## src/hw/rtl/lcd_seq_pkg.sv

```systemverilog
// Shared types, codes and the cursor row offset table for the LCD sequencer.
// No dependencies.
package lcd_seq_pkg;

    typedef enum logic [2:0] {
        CMD_INSTR   = 3'd0,
        CMD_DATA    = 3'd1,
        CMD_CURSOR  = 3'd2,
        CMD_DISPLAY = 3'd3,
        CMD_SAMPLE  = 3'd4
    } cmd_t;

    localparam logic [7:0] SET_DDRAM_BIT   = 8'h80;
    localparam logic [7:0] DISP_CTRL_BASE  = 8'h08;
    localparam logic [7:0] DISP_CTRL_MASK  = 8'h07;
    localparam logic [2:0] ROW_LIMIT_RESET = 3'd2;

    // One queued burst of pin phases: a single busy-poll read phase, or a
    // full byte write of four phases.
    typedef struct packed {
        logic       wr;
        logic       rs;
        logic [7:0] data_byte;
    } burst_t;

    function automatic logic [7:0] row_offset(input logic [1:0] r);
        logic [7:0] v;
        case (r)
            2'd0:    v = 8'h00;
            2'd1:    v = 8'h40;
            2'd2:    v = 8'h10;
            default: v = 8'h50;
        endcase
        return v;
    endfunction

endpackage

```

## src/hw/rtl/char_lcd_4bit_bus_sequencer_top.sv

```systemverilog
// Top level of the 4-bit character LCD bus sequencer.
// Depends on lcd_seq_pkg, lcd_seq_ctrl, lcd_seq_fifo and lcd_seq_out.
//
// Each request item (instruction, data, set cursor, display control) starts a
// busy poll if no transfer is under way; each read sample item answers one
// read phase. An item is taken every cycle while the burst queue has room; it
// is decoded in the cycle after acceptance and yields no phase, one read
// phase, or, when a poll finds the device free, four write phases (high nibble
// E high/low, low nibble E high/low with last set). Phases leave at one per
// cycle while out_ready is high; up to FIFO_DEPTH bursts (a power of two, 2 to
// 16) queue behind the current burst before in_ready drops. The user must
// write row_limit (reset 2) via cfg_we/cfg_wdata only while idle (not enforced).
module char_lcd_4bit_bus_sequencer_top
    import lcd_seq_pkg::*;
#(
    parameter int FIFO_DEPTH = 4
)
(
    input  logic       clk,
    input  logic       rst_n,
    input  logic       in_valid,
    output logic       in_ready,
    input  logic [2:0] command,
    input  logic [7:0] byte_value,
    input  logic [5:0] column,
    input  logic [2:0] row,
    input  logic [3:0] read_nibble,
    input  logic       cfg_we,
    input  logic [2:0] cfg_wdata,
    output logic       out_valid,
    input  logic       out_ready,
    output logic       reg_select,
    output logic       read_write,
    output logic       enable,
    output logic [3:0] data_nibble,
    output logic       sample_request,
    output logic       last
);

    logic   push;
    burst_t push_burst;
    logic   fifo_full;
    logic   pop;
    logic   not_empty;
    burst_t head;

    lcd_seq_ctrl u_ctrl (
        .clk         (clk),
        .rst_n       (rst_n),
        .in_valid    (in_valid),
        .in_ready    (in_ready),
        .command     (command),
        .byte_value  (byte_value),
        .column      (column),
        .row         (row),
        .read_nibble (read_nibble),
        .cfg_we      (cfg_we),
        .cfg_wdata   (cfg_wdata),
        .fifo_full   (fifo_full),
        .push        (push),
        .push_burst  (push_burst)
    );

    lcd_seq_fifo #(
        .DEPTH (FIFO_DEPTH)
    ) u_fifo (
        .clk        (clk),
        .rst_n      (rst_n),
        .push       (push),
        .push_burst (push_burst),
        .full       (fifo_full),
        .pop        (pop),
        .not_empty  (not_empty),
        .head       (head)
    );

    lcd_seq_out u_out (
        .clk            (clk),
        .rst_n          (rst_n),
        .not_empty      (not_empty),
        .head           (head),
        .pop            (pop),
        .out_valid      (out_valid),
        .out_ready      (out_ready),
        .reg_select     (reg_select),
        .read_write     (read_write),
        .enable         (enable),
        .data_nibble    (data_nibble),
        .sample_request (sample_request),
        .last           (last)
    );

endmodule

```

## src/hw/rtl/lcd_seq_ctrl.sv

```systemverilog
// Request decoder and busy-poll state machine of the LCD sequencer.
// Depends on lcd_seq_pkg; feeds bursts to lcd_seq_fifo.
module lcd_seq_ctrl
    import lcd_seq_pkg::*;
(
    input  logic       clk,
    input  logic       rst_n,
    input  logic       in_valid,
    output logic       in_ready,
    input  logic [2:0] command,
    input  logic [7:0] byte_value,
    input  logic [5:0] column,
    input  logic [2:0] row,
    input  logic [3:0] read_nibble,
    input  logic       cfg_we,
    input  logic [2:0] cfg_wdata,
    input  logic       fifo_full,
    output logic       push,
    output burst_t     push_burst
);

    typedef enum logic [1:0] {
        PH_IDLE,
        PH_WAIT_FIRST,
        PH_WAIT_SECOND
    } phase_t;

    phase_t     phase_reg, phase_next;
    logic       busy_seen_reg, busy_seen_next;
    logic [7:0] pend_byte_reg, pend_byte_next;
    logic       pend_rs_reg, pend_rs_next;
    logic [2:0] row_limit_reg;

    logic       stg_valid_reg;
    logic [2:0] stg_cmd_reg;
    logic [7:0] stg_byte_reg;
    logic [5:0] stg_col_reg;
    logic [2:0] stg_row_reg;
    logic [3:0] stg_nib_reg;

    logic       has_out;
    logic       advance;
    logic       take;
    logic [1:0] row_eff;
    logic [7:0] req_byte;
    logic       req_rs;

    always_comb
    begin
        row_eff = stg_row_reg[1:0];
        if ((stg_row_reg >= row_limit_reg) || stg_row_reg[2])
        begin
            row_eff = 2'd0;
        end
        req_rs = 1'b0;
        case (stg_cmd_reg)
            CMD_DATA:
            begin
                req_byte = stg_byte_reg;
                req_rs   = 1'b1;
            end
            CMD_CURSOR:  req_byte = SET_DDRAM_BIT | (row_offset(row_eff) + {2'b00, stg_col_reg});
            CMD_DISPLAY: req_byte = DISP_CTRL_BASE | (stg_byte_reg & DISP_CTRL_MASK);
            default:     req_byte = stg_byte_reg;
        endcase
    end

    always_comb
    begin
        phase_next     = phase_reg;
        busy_seen_next = busy_seen_reg;
        pend_byte_next = pend_byte_reg;
        pend_rs_next   = pend_rs_reg;
        has_out        = 1'b0;
        push_burst     = '{wr: 1'b0, rs: 1'b0, data_byte: pend_byte_reg};
        unique case (phase_reg)
            PH_IDLE:
            begin
                if (stg_cmd_reg <= CMD_DISPLAY)
                begin
                    pend_byte_next = req_byte;
                    pend_rs_next   = req_rs;
                    phase_next     = PH_WAIT_FIRST;
                    has_out        = 1'b1;
                end
            end
            PH_WAIT_FIRST:
            begin
                if (stg_cmd_reg == CMD_SAMPLE)
                begin
                    busy_seen_next = stg_nib_reg[3];
                    phase_next     = PH_WAIT_SECOND;
                    has_out        = 1'b1;
                end
            end
            PH_WAIT_SECOND:
            begin
                if (stg_cmd_reg == CMD_SAMPLE)
                begin
                    has_out = 1'b1;
                    if (busy_seen_reg)
                    begin
                        phase_next = PH_WAIT_FIRST;
                    end
                    else
                    begin
                        push_burst = '{wr: 1'b1, rs: pend_rs_reg, data_byte: pend_byte_reg};
                        phase_next = PH_IDLE;
                    end
                end
            end
            default:
            begin
                phase_next = PH_IDLE;
            end
        endcase
    end

    // An item with no result retires at once; otherwise it waits for queue room.
    assign advance  = stg_valid_reg && (!has_out || !fifo_full);
    assign push     = stg_valid_reg && has_out && !fifo_full;
    assign in_ready = !stg_valid_reg || advance;
    assign take     = in_valid && in_ready;

    always_ff @(posedge clk or negedge rst_n)
    begin
        if (!rst_n)
        begin
            phase_reg     <= PH_IDLE;
            busy_seen_reg <= 1'b0;
            pend_byte_reg <= '0;
            pend_rs_reg   <= 1'b0;
            row_limit_reg <= ROW_LIMIT_RESET;
            stg_valid_reg <= 1'b0;
        end
        else
        begin
            if (cfg_we)
            begin
                row_limit_reg <= cfg_wdata;
            end
            if (advance)
            begin
                phase_reg     <= phase_next;
                busy_seen_reg <= busy_seen_next;
                pend_byte_reg <= pend_byte_next;
                pend_rs_reg   <= pend_rs_next;
            end
            stg_valid_reg <= take || (stg_valid_reg && !advance);
        end
    end

    always_ff @(posedge clk)
    begin
        if (take)
        begin
            stg_cmd_reg  <= command;
            stg_byte_reg <= byte_value;
            stg_col_reg  <= column;
            stg_row_reg  <= row;
            stg_nib_reg  <= read_nibble;
        end
    end

endmodule

```

## src/hw/rtl/lcd_seq_fifo.sv

```systemverilog
// Small queue of pending phase bursts between decoder and output stage.
// Depends on lcd_seq_pkg for the burst type.
module lcd_seq_fifo
    import lcd_seq_pkg::*;
#(
    parameter int DEPTH = 4
)
(
    input  logic   clk,
    input  logic   rst_n,
    input  logic   push,
    input  burst_t push_burst,
    output logic   full,
    input  logic   pop,
    output logic   not_empty,
    output burst_t head
);

    localparam int PW = $clog2(DEPTH);

    burst_t          mem [DEPTH];
    logic [PW-1:0]   wr_ptr_reg;
    logic [PW-1:0]   rd_ptr_reg;
    logic [PW:0]     count_reg;

    assign full      = (count_reg == (PW+1)'(DEPTH));
    assign not_empty = (count_reg != '0);
    assign head      = mem[rd_ptr_reg];

    always_ff @(posedge clk or negedge rst_n)
    begin
        if (!rst_n)
        begin
            wr_ptr_reg <= '0;
            rd_ptr_reg <= '0;
            count_reg  <= '0;
        end
        else
        begin
            if (push)
            begin
                wr_ptr_reg <= wr_ptr_reg + 1'b1;
            end
            if (pop)
            begin
                rd_ptr_reg <= rd_ptr_reg + 1'b1;
            end
            if (push && !pop)
            begin
                count_reg <= count_reg + 1'b1;
            end
            else if (pop && !push)
            begin
                count_reg <= count_reg - 1'b1;
            end
        end
    end

    always_ff @(posedge clk)
    begin
        if (push)
        begin
            mem[wr_ptr_reg] <= push_burst;
        end
    end

endmodule

```

## src/hw/rtl/lcd_seq_out.sv

```systemverilog
// Output stage: expands one queued burst into its pin phases, one per item.
// Depends on lcd_seq_pkg for the burst type.
module lcd_seq_out
    import lcd_seq_pkg::*;
(
    input  logic       clk,
    input  logic       rst_n,
    input  logic       not_empty,
    input  burst_t     head,
    output logic       pop,
    output logic       out_valid,
    input  logic       out_ready,
    output logic       reg_select,
    output logic       read_write,
    output logic       enable,
    output logic [3:0] data_nibble,
    output logic       sample_request,
    output logic       last
);

    logic       cur_valid_reg;
    burst_t     cur_reg;
    logic [1:0] step_reg;
    logic       cur_done;

    // A read burst is one phase; a write burst runs steps 0..3.
    assign cur_done = !cur_reg.wr || (step_reg == 2'd3);
    assign pop      = not_empty && (!cur_valid_reg || (out_ready && cur_done));

    assign out_valid      = cur_valid_reg;
    assign reg_select     = cur_reg.wr & cur_reg.rs;
    assign read_write     = !cur_reg.wr;
    assign enable         = !cur_reg.wr || !step_reg[0];
    assign data_nibble    = !cur_reg.wr ? 4'h0 :
                            (step_reg[1] ? cur_reg.data_byte[3:0] : cur_reg.data_byte[7:4]);
    assign sample_request = !cur_reg.wr;
    assign last           = cur_reg.wr && (step_reg == 2'd3);

    always_ff @(posedge clk or negedge rst_n)
    begin
        if (!rst_n)
        begin
            cur_valid_reg <= 1'b0;
            step_reg      <= '0;
        end
        else
        begin
            if (pop)
            begin
                cur_valid_reg <= 1'b1;
                step_reg      <= '0;
            end
            else if (cur_valid_reg && out_ready)
            begin
                if (cur_done)
                begin
                    cur_valid_reg <= 1'b0;
                end
                else
                begin
                    step_reg <= step_reg + 1'b1;
                end
            end
        end
    end

    always_ff @(posedge clk)
    begin
        if (pop)
        begin
            cur_reg <= head;
        end
    end

endmodule

```

## config.mk

```make
export PLATFORM = sky130hd
export DESIGN_NAME = char_lcd_4bit_bus_sequencer_top
export DESIGN_NICKNAME = d
export VERILOG_FILES = /design/src/hw/rtl/lcd_seq_pkg.sv /design/src/hw/rtl/char_lcd_4bit_bus_sequencer_top.sv /design/src/hw/rtl/lcd_seq_ctrl.sv /design/src/hw/rtl/lcd_seq_fifo.sv /design/src/hw/rtl/lcd_seq_out.sv
export SDC_FILE = /design/constraint.sdc
export NUM_CORES = 1
export LEC_CHECK = 0
export ABC_AREA = 1
export BUFFER_PORTS_ARGS = -buffer_cell sky130_fd_sc_hd__buf_4
export CAP_MARGIN = 20
export CORE_AREA = 2 2 66 131
export CTS_BUF_LIST = sky130_fd_sc_hd__clkbuf_4 sky130_fd_sc_hd__clkbuf_8 sky130_fd_sc_hd__clkbuf_16
export DETAILED_ROUTE_END_ITERATION = 12
export DIE_AREA = 0 0 68 133
export PLACE_DENSITY = 0.73
export SYNTH_ARGS = -nofsm -noshare
export SYNTH_HDL_FRONTEND = slang
export SYNTH_SLANG_ARGS = --single-unit
```

## constraint.sdc

```tcl
create_clock -name clk -period 2.25 [get_ports clk]
set_input_delay 0.1125 -clock clk [delete_from_list [all_inputs] [get_ports clk]]
set_output_delay 0.1125 -clock clk [all_outputs]
set_load 0.01 [all_outputs]
```

### After elaboration in Yosys (flattened, before gate mapping)

Memories as Yosys holds them, arrays and structs flattened. A register that Yosys moved wholly into a read port is not among the register bits.
Cells that the tools add are included.

* multiplexer cells: 28
* add/subtract/negate cells: 6
* reductions and logical operators: 39
* bitwise operators: 1
* order comparisons: 2
* equal/unequal tests: 14

Operators with widths (number)
* $mux W10: 3
* $pmux W7 S3: 1
* $pmux W8 S2: 1
* $mux W2: 7
* $logic_and A1 B1 Y1: 11
* $logic_not A1 Y1: 9
* $mux W1: 9
* $mux W4: 2
* $add A7 B6 Y7: 1
* $logic_or A1 B1 Y1: 7
* $mux W7: 1
* $add A2 B1 Y2 const B: 3
* $eq A2 B2 Y1 const B: 3
* $eq A3 B2 Y1 const B: 2
* $eq A3 B3 Y1 const B: 2
* $mux W3: 2
* $ne A2 B1 Y1 const B: 3
* $pmux W2 S3: 1
* $reduce_and A3 Y1: 2
* $reduce_bool A2 Y1: 3
* $eq A2 B1 Y1 const B: 2
* $logic_not A2 Y1: 2
* $reduce_and A2 Y1: 2
* $reduce_and A4 Y1: 1
* 10 further kinds: 10

* memories: 1
* register bits: 50
* output and inout bits: 11
* bits in writable memories: 40
* word-level logic and storage cells: 107

Memory list
* u_fifo.mem: words 4, width 10, rd ports 1, clocked after Yosys merged registers in 1, write ports 1, line lcd_seq_fifo.sv:21 `burst_t mem [DEPTH];`

### Logic depth before layout (Yosys ltp)

* depth after elaboration: 9
* depth in mapped cells: 14
* depth with buffers taken out: 14

### Hierarchy

Synthesis repeated with hierarchy kept, for this count alone.

* cells, all modules: 377
* area, all modules: 4239.1 µm²

By module, submodules not included
* lcd_seq_fifo: cells an instance 166, area each 2030.7 µm², times used 1
* lcd_seq_ctrl: cells an instance 160, area each 1656.6 µm², times used 1
* lcd_seq_out: cells an instance 51, area each 551.8 µm², times used 1

### Worst setup path before layout

No wires, ideal clock.

* path type: register to register
* start: reg u_ctrl.phase_reg[0]
* end: reg u_fifo.count_reg[2]
* arrival: 2.116 ns
* buffers on the path: 0
* cell stages (with the launch flop): 13
* setup time: 0.131 ns
* data required time: 2.119 ns
* slack: 0.003 ns
* path through: dfrtp_1 inv_1 ha_1 nand2_2 nand2_2 nand3_2 inv_1 ha_1 inv_1 fa_1 a21oi_1 o21ai_0 xor2_1

* longest elaborated chain between the ends: 8
* elaborated cells between the ends (all ways): 12

Ends and longest elaborated chain
* start: declaration: line lcd_seq_ctrl.sv:28 `phase_t phase_reg, phase_next;`
* start signal: assignment: line lcd_seq_ctrl.sv:144 `phase_reg <= phase_next;`
* $eq A2 B1 Y1 / $eq A2 B2 Y1 (equally long branches): line lcd_seq_ctrl.sv:76 `unique case (phase_reg)`
* $reduce_or A2 Y1 (no source line)
* $pmux W1 S2 (*): line lcd_seq_ctrl.sv:76
* $logic_and A1 B1 Y1 (*) (2 in a row): line lcd_seq_ctrl.sv:121 `assign push = stg_valid_reg && has_out && !fifo_full;`
* named net push: line char_lcd_4bit_bus_sequencer_top.sv:40 `logic push;`
* $logic_not A1 Y1: line lcd_seq_fifo.sv:52 `else if (pop && !push)`
* $logic_and A1 B1 Y1: line lcd_seq_fifo.sv:52
* $reduce_bool A2 Y1 (no source line)
* end signal: assignment: line lcd_seq_fifo.sv:50 `count_reg <= count_reg + 1'b1;`
* end signal: assignment: line lcd_seq_fifo.sv:54 `count_reg <= count_reg - 1'b1;`
* end: declaration: line lcd_seq_fifo.sv:24 `logic [PW:0] count_reg;`

Mark *: on every way through the listed nets, which the timed path passes. The rest lies on a longest branch.
A chain may end at the register's enable or synchronous reset.

### Worst setup path in the final report

* start: reg u_ctrl.phase_reg[0]
* end: reg u_fifo.count_reg[1]

The elaborated chain is that of the path after synthesis.

==> flow_summary.json <==
{
  "drc": 0,
  "grt_util_all_layers_pct": 19.5,
  "dr.pass1.iters": 5,
  "cts_tree": "yes",
  "grt_pass1_vias": 2813,
  "setup_viol": 0,
  "period_needed_ps": 2120,
  "endpoint_kind": "flop",
  "synthFlopType": "edfxtp_1",
  "ir_drop_mv": 0.778,
  "async_reset_ff_share_pct": 26.8,
  "maxCapViolations": 0,
  "register_area_um2": 2790,
  "setup-tns-final_ps": 0,
  "fin_util_pct": 64.1,
  "coreArea_um2": 8120,
  "areaGrowthSynthToFinish_pct": 26.8,
  "path_class": "flop to flop",
  "internal_power_mw": 4.10,
  "antenna_found_initial": 0,
  "portBuffers": 39,
  "synth_xor_area_share_pct": 1.07,
  "p_per_area_nw_per_um2": 1150,
  "dieHeight_um": 133,
  "crit_chain": "inv_2, ha_1, nand3_1, nand2_2, nand3_2, inv_2, ha_1, inv_2, fa_2, mux2_2",
  "num_antenna_cells": 0,
  "wl_per_cell_um": 14.9,
  "syn_avg_cell_area_um2": 11.7,
  "stdcell_area_um2": 5200,
  "slew_headroom_pct": 62.8,
  "vias": 2748,
  "ys_seq_elements": 97,
  "synth_compound_area_share_pct": 6.47,
  "hpwlAfterDp_um": 5150,
  "cp.required_ps": 2480,
  "synth_nets": 398,
  "crit_arrival_ps": 2350,
  "start_util_pct": 50.5,
  "tightestPinTransition_ps": 558,
  "grt_pass1_wl_um": 12800,
  "synth_cell_type_count": 33,
  "yosys.area_share.simple_pct": 14.3,
  "synth_enable_flop_cells": 71,
  "finalHoldViolations": 0,
  "combinationalPowerShare_pct": 27.8,
  "critPathLaunchType": "flop",
  "place_congestion": 0.813,
  "yosysSeqAreaShare_pct": 67.9,
  "root_buffer": "clkbuf_16",
  "seqPwrFrac_pct": 45.3,
  "grt_setup_unrepaired": "false",
  "synthMuxAreaShare_pct": 0.549,
  "p_sw_mw": 1.89,
  "pin_count": 43,
  "place_ws_ps": -49.9,
  "wirelength_um": 8010,
  "numCtsBuffers": 9,
  "crit_buf_inv": 3,
  "p_leak_nw": 2.25,
  "status": "completed",
  "post-route-period-util_pct": 94.2,
  "synthAdderAreaFrac_pct": 5.37,
  "slowest_delay_ps": 430,
  "grt_max_degree": 27,
  "cts_sinks": 97,
  "max_freq_ghz": 0.472,
  "syn_inst": 349,
  "ant_nets": 0,
  "p_sw_share_pct": 31.6,
  "fin_skew_ps": 3.72,
  "final_cells": 538,
  "dieArea_um2": 9040,
  "place_area_um2": 4590,
  "hold_class": "input pin to flop",
  "nNetsFinal": 484,
  "synth_top_family_by_area": "simple AND/OR/NAND/NOR gates",
  "dp_cells": 493,
  "initialDrtViolationCount": 122,
  "yosysWarningCount": 0,
  "worst_slack_ps": 130,
  "slowest_stage": "fa_2",
  "row_count": 47,
  "die_w_um": 68,
  "multiInputGateArea_um2": 1140,
  "fillers": 602,
  "grt_overflow": 0,
  "avgViaCountPerCell": 5.11,
  "cp_max_fo": 4,
  "ctsLongestPathBuffers": 2,
  "largest_reg_flops": 40,
  "clkTransAtPathRegs_ps": 60,
  "drive_above_1_share_pct": 22.3,
  "cts_htree_levels": 3,
  "cp_top_family": "adder cells",
  "clock_latency_ps": 350,
  "p_clk_share_pct": 27.0,
  "cp_common_cell": "inv_2",
  "slew_violations": 0,
  "syn-cell-area_um2": 4100
}
==> placed cells by master (no fill, tap or decap), types with 2 or more instances in the layout <==
| cell | netlist | layout |
|---|---|---|
| nor2_1 | 42 | 41 |
| nand3_1 | 7 | 7 |
| o21ai_1 | 1 | 2 |
| buf_4 | 2 | 56 |
| nor2_2 | 1 | 2 |
| nand2_1 | 69 | 69 |
| xor2_1 | 4 | 4 |
| dlygate4sd3_1 | 0 | 27 |
| bufinv_16 | 0 | 2 |
| ha_1 | 16 | 16 |
| nand4_1 | 2 | 2 |
| clkbuf_16 | 0 | 9 |
| o21ai_0 | 28 | 27 |
| inv_1 | 34 | 30 |
| nor2_4 | 2 | 2 |
| nand2_2 | 5 | 5 |
| a21oi_1 | 3 | 3 |
| mux2_2 | 2 | 2 |
| a22o_1 | 2 | 2 |
| nand3_2 | 2 | 2 |
| edfxtp_1 | 71 | 71 |
| clkinv_2 | 0 | 3 |
| o22ai_1 | 10 | 10 |
| dfrtp_1 | 25 | 24 |
| inv_2 | 4 | 8 |
==> cell usage after synthesis (all sizes together), types with 3 or more instances <==
master | n | share of area (%)
a21oi | 3 | 0.37
clkbuf | 6 | 0.55
dfrtp | 25 | 15
edfxtp | 71 | 52
ha | 16 | 4.9
inv | 38 | 3.5
nand2 | 74 | 7.1
nand3 | 9 | 1.3
nand4 | 3 | 0.61
nor2 | 45 | 4.5
o21ai | 29 | 3.5
o22ai | 10 | 1.5
xor2 | 4 | 0.85
==> power groups by stage <==
stage / clock [mW] / sequential (mW) / combinational, mW
floorplan: 0 / 2.65 / 1.07
global placement: 0 / 2.71 / 1.50
detailed placement: 0 / 2.74 / 1.58
CTS: 1.64 / 2.70 / 1.64
global route: 1.71 / 2.75 / 1.88
finish: 1.62 / 2.71 / 1.66
==> stage by stage <==
step	power, mW	hold WS [ps]
after global routing	6.35	31.4
after CTS	5.99	28.8
after detailed placement	4.32	49.0
after floorplan	3.71	-183
final	6.00	31.2
after global placement	4.20	44.7
==> cells by family after synthesis <==
group           after synthesis
buf+inv                      46
flops                        97
compound gates               47
mux                           2
simple gates                135
xor+xnor                      5
fa+ha+maj                    17
==> area by class of cell <==
| cell class | instances | share of cell area, % |
|---|---|---|
| inverter | 38 | 2.74 |
| multi-input combinational | 206 | 21.9 |
| tap | 98 | 2.36 |
| sequential | 97 | 53.6 |
| clock buffer | 9 | 4.33 |
| timing repair buffer | 83 | 13.3 |
| clock inverter | 7 | 1.78 |
==> path summary, 6_finish.rpt <==
check	cells after the start	slack, ps	endpoint	start
min in group asynchronous	2	220	u_ctrl.stg_valid_reg	rst_n
max in group asynchronous	2	1730	u_ctrl.row_limit_reg[1]	rst_n
max reg2reg	10	130	u_fifo.count_reg[1]	u_ctrl.phase_reg[0]
min reg2reg	2	470	u_ctrl.busy_seen_reg	u_ctrl.stg_nib_reg[3]
min	2	30	u_out.step_reg[1]	out_ready
max	10	130	u_fifo.count_reg[1]	u_ctrl.phase_reg[0]
==> per-layer routing <==
| metal | GRT usage (%) | routed length, um | vias to the layer above |
|---|---|---|---|
| met1 | 20.4 | 2940 | 1315 |
| li1 | - | - | 1346 |
| met5 | 0 | 0 | - |
| met2 | 34.3 | 4510 | 65 |
| met3 | 5.61 | 329 | 22 |
| met4 | 8.78 | 230 | 0 |
==> timing repair <==
item | CTS | global route
gates cloned | 0 | 0
pin swaps | 1 | 2
setup endpoints to repair | 1 | 2
gates resized for setup | 3 | 5
setup buffers | 1 | 1
hold buffers | 27 | 0
hold endpoints to repair | 51 | 0
(Power assumes the default switching activity.)
